<file path="src/sv/rpsbb_pkg.sv">
package rpsbb_pkg;

  // coordinate and quaternion formats
  localparam int CW       = 32;              // coordinate width, Q16.16
  localparam int QFB      = 14;              // quaternion fraction bits
  localparam int QW       = 16;              // quaternion register width
  localparam int HALF_W   = CW - 1;          // half extent width
  localparam int MAT_W    = 2 * QW + 4;      // matrix entry before clamping
  localparam int ENTRY_W  = 2 * QFB + 3;     // clamped entry, range +-2.0
  localparam int PROD_W   = ENTRY_W + CW;    // one matrix product
  localparam int ACC_W    = PROD_W + 2;      // sum of three products

  localparam int CFG_IDX_W  = 3;
  localparam int CFG_DATA_W = CW;

  localparam int Q_DEPTH = 4;
  localparam int Q_PTR_W = $clog2(Q_DEPTH);
  localparam int Q_CNT_W = $clog2(Q_DEPTH + 1);

  typedef enum logic [CFG_IDX_W-1:0] {
    REG_QUAT_W   = 3'd0,
    REG_QUAT_X   = 3'd1,
    REG_QUAT_Y   = 3'd2,
    REG_QUAT_Z   = 3'd3,
    REG_OFFSET_X = 3'd4,
    REG_OFFSET_Y = 3'd5,
    REG_OFFSET_Z = 3'd6
  } cfg_reg_t;

  typedef enum logic [1:0] {
    BK_ACC,
    BK_OFFS,
    BK_HALF,
    BK_LOAD
  } bk_state_t;

  // one rotated point as it travels from front to back
  typedef struct packed {
    logic signed [CW-1:0] x;
    logic signed [CW-1:0] y;
    logic signed [CW-1:0] z;
    logic                 last;
  } rot_pt_t;

  typedef struct packed {
    logic    valid;
    rot_pt_t pt;
  } rot_beat_t;

endpackage

</file>
<file path="src/sv/rpsbb_queue.sv">
module rpsbb_queue import rpsbb_pkg::*; (
  input  logic      clk,
  input  logic      rst_n,
  input  rot_beat_t push_i,
  output logic      q_full,
  output rot_beat_t head_o,
  input  logic      pop_i
);

  rot_pt_t              mem_r [Q_DEPTH];
  logic [Q_PTR_W-1:0]   wr_ptr_r, rd_ptr_r;
  logic [Q_CNT_W-1:0]   cnt_r, cnt_nxt;
  logic                 do_pop;

  assign q_full = (cnt_r == Q_CNT_W'(Q_DEPTH));
  assign do_pop = pop_i && (cnt_r != '0);

  always_comb begin
    cnt_nxt = cnt_r;
    if (push_i.valid && !do_pop) cnt_nxt = cnt_r + 1'b1;
    else if (!push_i.valid && do_pop) cnt_nxt = cnt_r - 1'b1;
  end

  always_ff @(posedge clk) begin
    if (!rst_n) begin
      wr_ptr_r <= '0;
      rd_ptr_r <= '0;
      cnt_r    <= '0;
    end else begin
      if (push_i.valid) wr_ptr_r <= wr_ptr_r + 1'b1;
      if (do_pop) rd_ptr_r <= rd_ptr_r + 1'b1;
      cnt_r <= cnt_nxt;
    end
  end

  always_ff @(posedge clk) begin
    if (push_i.valid) mem_r[wr_ptr_r] <= push_i.pt;
  end

  assign head_o.valid = (cnt_r != '0);
  assign head_o.pt    = mem_r[rd_ptr_r];

endmodule

</file>
<file path="config.mk">
export PLATFORM = sky130hd
export DESIGN_NAME = rpsbb_queue
export DESIGN_NICKNAME = d
export VERILOG_FILES = /design/src/sv/rpsbb_pkg.sv /design/src/sv/rpsbb_queue.sv
export SDC_FILE = /design/constraint.sdc
export NUM_CORES = 1
export LEC_CHECK = 0
export ABC_AREA = 1
export BUFFER_PORTS_ARGS = -buffer_cell sky130_fd_sc_hd__buf_2
export CAP_MARGIN = 20
export CORE_ASPECT_RATIO = 1.75
export CORE_MARGIN = 2
export CORE_UTILIZATION = 52
export CTS_CLUSTER_SIZE = 25
export DETAILED_ROUTE_END_ITERATION = 10
export PLACE_DENSITY_LB_ADDON = 0.08
export SLEW_MARGIN = 0
export SYNTH_ARGS = -nofsm -noshare
export SYNTH_HDL_FRONTEND = slang
export SYNTH_SLANG_ARGS = --single-unit
export TNS_END_PERCENT = 5
</file>
<file path="constraint.sdc">
create_clock -name clk -period 3.15 [get_ports clk]
set_clock_uncertainty 0.15 [all_clocks]
set_input_delay 0.4725 -clock clk [delete_from_list [all_inputs] [get_ports clk]]
set_output_delay 0.4725 -clock clk [all_outputs]
set_load 0.05 [all_outputs]
</file>
==> results by stage <==
Outcome:
- The flow ran to the end, and the final reports show no timing, DRC or antenna violations.

Clock tree:
- The clock drives 397 sinks.
- For the worst-skew pair, the clock arrives at the later sink with an insertion delay of 0.52 ns.
- Buffers added to address setup during post-CTS repair amount to 0.
- Clock-pin slew was measured on the worst setup and hold paths at 0.06 ns.
- The number of clock buffers inserted by TritonCTS is 36.
- In this run, post-CTS hold repair placed 33 buffers.
- The H-tree was split into 2 levels.
- No sink is reached through more buffers than the 3 on the longest clock path.
- The master cell of the clock root buffer is sky130_fd_sc_hd__clkbuf_16.
- The CTS tree is yes.
- Once the clock tree was built, the resizer swapped 0 gates to a different size.

Timing:
- The measured slew at the worst slew-check pin is 0.639 ns.
- The final count of negative-setup-slack endpoints is 0.
- Setup repair after global routing left no endpoint under its margin.
- The worst pin sits at a relative slew slack of 57.4%.
- The highest clock rate is 334 MHz.
- The post-route minimum period is 3.00 ns.
- The number of endpoints with negative hold slack in the final report is 0.
- The count of final max-slew check failures is 0.
- The final hold slack is 0.0183 ns.
- Once routing completed, OpenROAD measured the worst setup slack at 0.155 ns.
- In the final timing run, aggregate negative setup slack is 0 ns.
- The share of the clock period used by the worst path is 95.1%.

Detailed routing:
- For this run, design rule violations remaining after detail routing come to 0.
- The first detailed-routing pass ran for 4 iterations.
- The total via count in the routed design is 8974.
- Dividing the detail-routed via count by the number of cells gives 5.50.
- The number of nets still failing antenna checks after routing is 0.
- Wires add up to 31900 um.
- In the final routed layout, each cell accounts on average for 19.6 um.
- After the first detailed-routing iteration, the DRC count stood at 535.

Critical path:
- Setup slack on the worst reg-to-reg path comes out at 1.22 ns.
- The worst setup path is captured at an output port.
- The worst-path maximum fanout is 70.
- The critical path is of the register to output port type.
- The required time reported for the critical path endpoint is 2.53 ns.
- The endpoint identified for the worst register-to-register timing path is cnt_r[2]$_SDFFE_PN0P_.
- The type of element launching the critical path is a register.
- The critical path goes through inv_6, buf_12, o21ai_0, o22ai_1, buf_2.
- Measured in cells, the most critical reg-to-reg path has a length of 12.
- In this run the critical register-to-register path is launched from cnt_r[1]$_SDFFE_PN0P_.
- The peak per-stage delay on the critical path is 0.44 ns.
- The most critical setup path has its endpoint at head_o[84].
- Data arrives at the worst endpoint at 2.37 ns.
- The slowest library cell on the worst path is sky130_fd_sc_hd__dfxtp_4.

Global routing:
- The global-route wire length before repair is 49000 um.
- The met2 usage in global routing is 37.6%.
- Summed over all layers, the global routing overflow is 0.
- The met1 capacity usage during global routing is 25.3%.
- The overall global routing resource usage is 21.3%.
- The via count of the first global-routing pass is 9054.
- The global-route met3 utilization is 4.68%.
- The pin count of the biggest net entering global routing is 98.
- The number of antenna violations at the first check in global routing is 2.
- The layer flagged by global routing as most heavily used is met2.

Yosys:
- Counting every instance in the synthesized netlist gives 1000.
- The post-synthesis instance area is 0.0148 sq mm.
- The proportion of synthesized flip-flops having asynchronous set or reset is 0%.
- The synthesized net count is 1107.
- After synthesis, the mean cell area works out to 14.8 sq um.
- Summing the sequential cell areas from Yosys gives 79.9% of the chip area.
- For this run, the number of Yosys warnings is 0.
- Counting flops with a built-in enable in the synthesized netlist gives 388.
- The most frequently used flop master after synthesis is sky130_fd_sc_hd__edfxtp_1.
- The synthesis-stage register bit count is 397.
- The number of different library cells in the post-synthesis netlist is 20.

Flow run:
- The count of maximum capacitance violations is 0.

Cells and area:
- The number of nets in the final layout is 1339.
- The library cells used most frequently in the layout, excluding fill and tap cells, are 388 x sky130_fd_sc_hd__edfxtp_1, 200 x sky130_fd_sc_hd__nor2_1, 199 x sky130_fd_sc_hd__buf_2.
- The library cell used most frequently in the layout, excluding fill and tap cells, is sky130_fd_sc_hd__edfxtp_1.
- The layout cell share with drive strength beyond 1 is 22.1%.
- The share of the core filled with cells in the final layout is 63.2%.
- Once layout is done, the placed cells without fillers occupy 0.0177 sq mm.
- Relative to the synthesized area, the layout overhead comes to 19.5%.

Placement:
- The HPWL reported at the end of detailed placement is 18500 um.
- After detailed placement, the total cell area comes to 0.0162 sq mm.
- The congestion estimate from routability-driven global placement came to 0.799.
- At the placement stage, the worst setup path has a slack of 0.662 ns.
- The number of input and output port buffers inserted is 199.

Floorplanning:
- Measured along the x axis, the die boundary spans 132 um.
- The die footprint is 0.0299 sq mm.
- The vertical extent of the die is 227 um.
- The number of rows in the core area is 81.
- The top-level port count is 200.
- The starting density of the core is 52.9%.
- The core outline area is 0.0280 sq mm.

Power and ir drop:
- The power density relative to cell area is 845 mW/mm^2.
- Summed over all cells, the static leakage comes to 6.23 nW.
- The worst-case vdd ir drop is 0.784 mV.

Hold path:
- In this run the worst hold path is classified as primary input to register.
## per-layer routing
layer	share of wire, %	up-vias
met3	5.3	66
met5	0.082	-
li1	-	4231
met4	3.5	4
met2	51	226
met1	40	4447
## worst max-delay path: cells and delay by family, from the launching register on
family,cells,cell delay (ns)
DFF,1,0.44
buffers and inverters,3,1.03
AOI/OAI and AO/OA,2,0.35
## report_power, final
group	switching [mW]	internal, mW
Combinational	3.52	1.00
Sequential	0.118	6.06
Clock	1.79	2.45
Total	5.43	9.51
## synth_stat cells (9+ instances only)
library cell | number | share of area, %
sky130_fd_sc_hd__inv_1 | 14 | 0.35
sky130_fd_sc_hd__buf_6 | 15 | 1.1
sky130_fd_sc_hd__nor2_1 | 200 | 5.1
sky130_fd_sc_hd__clkbuf_1 | 25 | 0.63
sky130_fd_sc_hd__o21ai_1 | 63 | 2.1
sky130_fd_sc_hd__edfxtp_1 | 388 | 79
sky130_fd_sc_hd__buf_2 | 19 | 0.64
sky130_fd_sc_hd__dfxtp_1 | 9 | 1.2
sky130_fd_sc_hd__o21ai_0 | 134 | 4.5
sky130_fd_sc_hd__o22ai_1 | 97 | 4.1
sky130_fd_sc_hd__nand2_1 | 15 | 0.38
## metrics by stage
step | instances | total power [mW]
5_1_grt | 1630 | 15.5
4_1_cts | 1629 | 15.1
6_report | 1631 | 14.9
3_5_place_dp | 1533 | 10.8
3_3_place_gp | 1533 | 10.8
2_1_floorplan | 1000 | 9.69
## final cells by class
type	count	area [sq um]
Timing Repair Buffer	256	1630
Sequential cell	397	11800
Clock inverter	16	153
Clock buffer	47	983
Tap cell	373	467
Antenna cell	1	2.50
Fill cell	2188	10300
Inverter	16	75.1
Multi-Input combinational cell	525	2540
## how the worst min path moves through the flow
| stage | depth (start not counted) | start | end | slack (ns) |
|---|---|---|---|---|
| after floorplan | 2 | rd_ptr_r[1]$_SDFFE_PN0P_ | register | 0.31 |
| after global placement | 2 | rd_ptr_r[0]$_SDFFE_PN0P_ | rd_ptr_r[0]$_SDFFE_PN0P_ | 0.34 |
| after detailed placement | 2 | rd_ptr_r[0]$_SDFFE_PN0P_ | rd_ptr_r[0]$_SDFFE_PN0P_ | 0.35 |
| after CTS | 1 | push_i[64] | mem_r[3][64]$_DFFE_PP_ | 0.00003 |
| after global routing | 1 | push_i[44] | mem_r[3][44]$_DFFE_PP_ | 0.0006 |
| final | 1 | push_i[94] | mem_r[1][94]$_DFFE_PP_ | 0.02 |
## sequential cells by signal (all words and copies together) (netlist names), named ones only
signal    cells
cnt_r         3
mem_r       388
rd_ptr_r      2
wr_ptr_r      2
## cells by family after synthesis
group,synth area share [%]
compound gates,10.9
xor+xnor,0.0592
fa+ha+maj,0.558
buf+inv,2.94
flops,79.9
simple gates,5.59
Power figures use the tool's default switching activity.
