===== src/sv/rpsbb_pkg.sv =====
package rpsbb_pkg;

  // coordinate and quaternion formats
  localparam int CW       = 32;              // coordinate width, Q16.16
  localparam int QFB      = 14;              // quaternion fraction bits
  localparam int QW       = 16;              // quaternion register width
  localparam int HALF_W   = CW - 1;          // half extent width
  localparam int MAT_W    = 2 * QW + 4;      // matrix entry before clamping
  localparam int ENTRY_W  = 2 * QFB + 3;     // clamped entry, range +-2.0
  localparam int PROD_W   = ENTRY_W + CW;    // one matrix product
  localparam int ACC_W    = PROD_W + 2;      // sum of three products

  localparam int CFG_IDX_W  = 3;
  localparam int CFG_DATA_W = CW;

  localparam int Q_DEPTH = 4;
  localparam int Q_PTR_W = $clog2(Q_DEPTH);
  localparam int Q_CNT_W = $clog2(Q_DEPTH + 1);

  typedef enum logic [CFG_IDX_W-1:0] {
    REG_QUAT_W   = 3'd0,
    REG_QUAT_X   = 3'd1,
    REG_QUAT_Y   = 3'd2,
    REG_QUAT_Z   = 3'd3,
    REG_OFFSET_X = 3'd4,
    REG_OFFSET_Y = 3'd5,
    REG_OFFSET_Z = 3'd6
  } cfg_reg_t;

  typedef enum logic [1:0] {
    BK_ACC,
    BK_OFFS,
    BK_HALF,
    BK_LOAD
  } bk_state_t;

  // one rotated point as it travels from front to back
  typedef struct packed {
    logic signed [CW-1:0] x;
    logic signed [CW-1:0] y;
    logic signed [CW-1:0] z;
    logic                 last;
  } rot_pt_t;

  typedef struct packed {
    logic    valid;
    rot_pt_t pt;
  } rot_beat_t;

endpackage


===== src/sv/rpsbb_back.sv =====
module rpsbb_back import rpsbb_pkg::*; (
  input  logic                   clk,
  input  logic                   rst_n,
  input  logic                   cfg_we,
  input  logic [CFG_IDX_W-1:0]   cfg_index,
  input  logic [CFG_DATA_W-1:0]  cfg_data,
  input  rot_beat_t              head_i,
  output logic                   pop_o,
  output logic                   out_valid,
  input  logic                   out_stall,
  output logic signed [CW-1:0]   out_box_min_x,
  output logic signed [CW-1:0]   out_box_min_y,
  output logic signed [CW-1:0]   out_box_min_z,
  output logic signed [CW-1:0]   out_box_max_x,
  output logic signed [CW-1:0]   out_box_max_y,
  output logic signed [CW-1:0]   out_box_max_z,
  output logic signed [CW-1:0]   out_center_x,
  output logic signed [CW-1:0]   out_center_y,
  output logic signed [CW-1:0]   out_center_z,
  output logic [HALF_W-1:0]      out_half_x,
  output logic [HALF_W-1:0]      out_half_y,
  output logic [HALF_W-1:0]      out_half_z
);

  localparam logic signed [CW-1:0] COORD_MAX = {1'b0, {(CW-1){1'b1}}};
  localparam logic signed [CW-1:0] COORD_MIN = {1'b1, {(CW-1){1'b0}}};

  function automatic logic signed [CW-1:0] sat_add(input logic signed [CW-1:0] a,
                                                   input logic signed [CW-1:0] b);
    logic signed [CW:0] s;
    logic signed [CW-1:0] r;
    s = {a[CW-1], a} + {b[CW-1], b};
    if (s[CW] == s[CW-1]) r = s[CW-1:0];
    else if (s[CW]) r = COORD_MIN;
    else r = COORD_MAX;
    return r;
  endfunction

  bk_state_t state_r, state_nxt;

  logic signed [CW-1:0] off_r [3];
  logic signed [CW-1:0] min_r [3];
  logic signed [CW-1:0] max_r [3];
  logic signed [CW-1:0] lo_r  [3];
  logic signed [CW-1:0] hi_r  [3];
  logic [HALF_W-1:0]    half_r [3];
  logic signed [CW-1:0] diff  [3];
  logic signed [CW-1:0] v     [3];
  logic                 first_r;
  logic                 out_free;
  logic                 load_out;
  logic                 out_valid_r;

  assign out_free = !out_valid_r || !out_stall;
  assign out_valid = out_valid_r;

  assign v[0] = head_i.pt.x;
  assign v[1] = head_i.pt.y;
  assign v[2] = head_i.pt.z;

  always_comb begin
    state_nxt = state_r;
    case (state_r)
      BK_ACC:  if (pop_o && head_i.pt.last) state_nxt = BK_OFFS;
      BK_OFFS: state_nxt = BK_HALF;
      BK_HALF: state_nxt = BK_LOAD;
      BK_LOAD: if (out_free) state_nxt = BK_ACC;
      default: state_nxt = BK_ACC;
    endcase
  end

  always_comb begin
    pop_o    = 1'b0;
    load_out = 1'b0;
    case (state_r)
      BK_ACC:  pop_o = head_i.valid;
      BK_LOAD: load_out = out_free;
      default: ;
    endcase
  end

  always_ff @(posedge clk) begin
    if (!rst_n) begin
      off_r[0] <= '0;
      off_r[1] <= '0;
      off_r[2] <= '0;
    end else if (cfg_we) begin
      case (cfg_index)
        REG_OFFSET_X: off_r[0] <= cfg_data;
        REG_OFFSET_Y: off_r[1] <= cfg_data;
        REG_OFFSET_Z: off_r[2] <= cfg_data;
        default: ;
      endcase
    end
  end

  always_ff @(posedge clk) begin
    if (!rst_n) begin
      state_r     <= BK_ACC;
      first_r     <= 1'b1;
      out_valid_r <= 1'b0;
    end else begin
      state_r <= state_nxt;
      if (pop_o) first_r <= head_i.pt.last;
      if (load_out) out_valid_r <= 1'b1;
      else if (!out_stall) out_valid_r <= 1'b0;
    end
  end

  always_comb begin
    for (int i = 0; i < 3; i++) diff[i] = hi_r[i] - lo_r[i];
  end

  always_ff @(posedge clk) begin
    if (pop_o) begin
      for (int i = 0; i < 3; i++) begin
        if (first_r || v[i] < min_r[i]) min_r[i] <= v[i];
        if (first_r || v[i] > max_r[i]) max_r[i] <= v[i];
      end
    end
    if (state_r == BK_OFFS) begin
      for (int i = 0; i < 3; i++) begin
        lo_r[i] <= sat_add(min_r[i], off_r[i]);
        hi_r[i] <= sat_add(max_r[i], off_r[i]);
      end
    end
    // upper corner never lies below the lower one, so the difference fits unsigned
    if (state_r == BK_HALF) begin
      for (int i = 0; i < 3; i++) half_r[i] <= diff[i][CW-1:1];
    end
    if (load_out) begin
      out_box_min_x <= lo_r[0];
      out_box_min_y <= lo_r[1];
      out_box_min_z <= lo_r[2];
      out_box_max_x <= hi_r[0];
      out_box_max_y <= hi_r[1];
      out_box_max_z <= hi_r[2];
      out_center_x  <= lo_r[0] + {1'b0, half_r[0]};
      out_center_y  <= lo_r[1] + {1'b0, half_r[1]};
      out_center_z  <= lo_r[2] + {1'b0, half_r[2]};
      out_half_x    <= half_r[0];
      out_half_y    <= half_r[1];
      out_half_z    <= half_r[2];
    end
  end

endmodule


===== config.mk =====
export PLATFORM = sky130hd
export DESIGN_NAME = rpsbb_back
export DESIGN_NICKNAME = d
export VERILOG_FILES = /design/src/sv/rpsbb_pkg.sv /design/src/sv/rpsbb_back.sv
export SDC_FILE = /design/constraint.sdc
export NUM_CORES = 2
export LEC_CHECK = 0
export BUFFER_PORTS_ARGS = -buffer_cell sky130_fd_sc_hd__buf_4
export CORE_MARGIN = 4
export CORE_UTILIZATION = 55
export DETAILED_ROUTE_END_ITERATION = 16
export PLACE_DENSITY = 0.8
export SYNTH_ARGS = -nofsm -noshare
export SYNTH_HDL_FRONTEND = slang
export SYNTH_SLANG_ARGS = --single-unit

===== constraint.sdc =====
create_clock -name clk -period 72.8 [get_ports clk]
set_input_delay 10.92 -clock clk [delete_from_list [all_inputs] [get_ports clk]]
set_output_delay 10.92 -clock clk [all_outputs]
set_load 0.01 [all_outputs]

==> flow_summary.ini <==
[floorplan]
die-area_um2 = 105000
pin_count = 520
std_cell_rows = 115
core_um2 = 98600
fp.dieH_um = 323
die_width_um = 323
start_util_pct = 55.5

[cts]
cts_max_level = 3
post_cts_buffers = 0
cts_sinks = 958
cts_tree = yes
cts_buffers = 103
clkLatencyLatePin_ns = 0.69
hold_buffers = 0
cts_buffer_depth = 3
clk_pin_slew_ns = 0.06
cts_resized = 0
cts_root_buf = clkbuf_16

[worst_setup_path]
crit_path_start_kind = input pin
path_cells = buf_4, nand2_1, inv_1, buf_4
r2r_end = hi_r[0][91]
crit_end = pop_o
slowest_delay_ns = 0.35
critPathSlowestCell = inv_1
crit_path_end_kind = output port
reg2reg_slack_ns = 68.28
cp_max_fo = 7
reg2reg_depth = 14
cp.arrival_ns = 11.97
crit-reg2reg-launch = off_r[0][64]
worstPathRequired_ns = 61.88
worstSetupPathType = in -> out
startpoint = head_i[97]
critical_path.most_common_cell = buf_4

[flow_run]
maxCapViolations = 0

[hold_path]
hold_class = reg -> reg
holdCritStartpoint = half_r[0][15]

[synth]
ys_warn_count = 0
synth_area_leader_cell = edfxtp_1
netlist_top_cells_count = edfxtp_1, ha_1, a21oi_1
synth_top_area_share_pct = 52.3
syn_area_um2 = 54700
netlist_top_cells_area = edfxtp_1, ha_1, a21oi_1
synth_edf_count = 954
yosysSeqAreaShare_pct = 52.5
syn_nets = 5407
ys_ff_latch = 958
ys.flop_type = edfxtp_1
synth.distinct_cells = 100
async_flop_share_pct = 0
syn_area_per_cell_um2 = 11.7
synth_cells = 4689
synthMostInstantiatedCell = edfxtp_1

[timing]
rsz0062_at_grt = false
finalHoldViolations = 0
clock_skew_ns = 0.0260
maxSlewHeadroom_pct = 18.2
post-route-min-period_ns = 22.89
fmax_mhz = 43.7
finalSetupViolCount = 0
tightest_slew_ns = 1.22
min_period_over_period_pct = 31.4
slew_violations = 0
setup_ws_ns = 49.91
setup_tns_ns = 0

[cells_and_area]
area_growth_pct = 16.3
fin_nets = 5988
drive_above_1_share_pct = 14.2

[placement]
pre_cts_ws_ns = 49.96
hpwl_mm = 113
place.gp.congestion = 0.932
port_buffers = 519

[global_route]
grt_pass1_wl_mm = 220
grt_max_degree = 164
antenna_found_initial = 38
grt_pass1_vias = 38500
overflow = 0
grt_use_total_pct = 27.2

[route]
vias = 39500
vias_per_cell = 5.91
first_iter_violations = 3269
drc = 0
firstDrtPassIters = 6
drt.antenna.violating_nets = 0
routed_wirelength_mm = 146
avgRoutedWirePerCell_um = 21.8

[outcome]
status = completed

[power_and_ir_drop]
p_leak_nw = 26.5
max-vdd-ir-drop_v = 0.0000250
p_per_area_nw_per_um2 = 45.8
## where the power goes
part | switching, mW | internal, mW
Sequential | 0.103 | 0.898
Combinational | 0.826 | 0.573
Clock | 0.219 | 0.293
Total | 1.15 | 1.76
## cells by family after synthesis
| family | Yosys count | synth area share, % |
|---|---|---|
| buffers and inverters | 464 | 3.28 |
| multiplexers | 9 | 0.165 |
| AND/OR/NAND/NOR | 941 | 8.57 |
| adder cells (fa/ha/maj) | 616 | 14.1 |
| AO/OA/AOI/OAI | 1394 | 16.4 |
| flip-flops | 958 | 52.5 |
| XOR/XNOR | 307 | 4.99 |
## critical path, delay by kind of cell
family,cells,cell delay (ns)
buffers and inverters,3,0.72
and+or+nand+nor,1,0.33
## state kept, by name, indices dropped and copies added, names as in the netlist, 93 cells and up
register,cells
hi_r,96
lo_r,96
max_r,96
min_r,96
off_r,96
half_r,93
## cell usage in the layout, fill, tap and decap left out, drive strengths merged, types with 10 or more instances in the layout
master | synthesis | final
nor3b | 11 | 11
nor2b | 60 | 60
o21ai | 304 | 304
ha | 569 | 569
o21a | 71 | 71
a21boi | 16 | 16
nor4 | 17 | 17
or3 | 26 | 26
and3 | 26 | 26
nor3 | 63 | 63
o31a | 11 | 11
xor2 | 97 | 97
a221oi | 15 | 15
nand3 | 77 | 77
and2 | 51 | 51
buf | 18 | 542
clkbuf | 48 | 126
a2111oi | 10 | 10
nand2 | 220 | 220
diode | 0 | 33
nand2b | 60 | 60
o211ai | 29 | 29
o31ai | 30 | 30
or2 | 19 | 19
inv | 398 | 402
a21o | 243 | 243
a211oi | 45 | 45
clkinv | 0 | 48
a31oi | 31 | 31
nand4 | 68 | 68
a21oi | 427 | 427
xnor2 | 210 | 210
maj3 | 35 | 35
a41oi | 11 | 11
nor2 | 221 | 221
edfxtp | 954 | 954
fa | 12 | 12
o21bai | 50 | 50
## area by class of cell
class                           instances  area, um2
Timing Repair Buffer                  542       4080
Antenna cell                           33       82.6
Inverter                              398       1490
Clock inverter                         67        598
Fill cell                            7483      34900
Multi-Input combinational cell       3267      24300
Sequential cell                       958      28700
Clock buffer                          126       2710
Tap cell                             1287       1610
## how the worst min path moves through the flow
| stage | endpoint | cells past startpoint |
|---|---|---|
| finish | out_half_x[15] | 0 |
| global route | out_half_y[29] | 0 |
| CTS | out_half_x[15] | 0 |
| detailed placement | out_half_x[15] | 0 |
| global placement | out_half_x[14] | 0 |
| floorplan | out_box_max_x[0] | 0 |
## stage by stage
stage	total power [mW]	hold slack, ns	instances	instance area (um2)	util, %
2_1_floorplan	2.05	0.427	4689	54700	-
3_3_place_gp	2.34	0.436	6452	60300	61.1
3_5_place_dp	2.38	0.438	6452	60300	61.1
4_1_cts	2.91	0.453	6645	63600	64.5
5_1_grt	3.11	0.458	6657	63600	64.5
6_report	2.91	0.452	6678	63600	64.6
## metal layers
metal	GRT usage, %	vias up	part of all wire [%]
li1	-	18900	-
met1	35.5	18900	41
met2	45.3	1419	48
met3	5.12	305	7.6
met4	10.6	16	3.7
met5	0	-	0.071
Power figures use the tool's default switching activity.
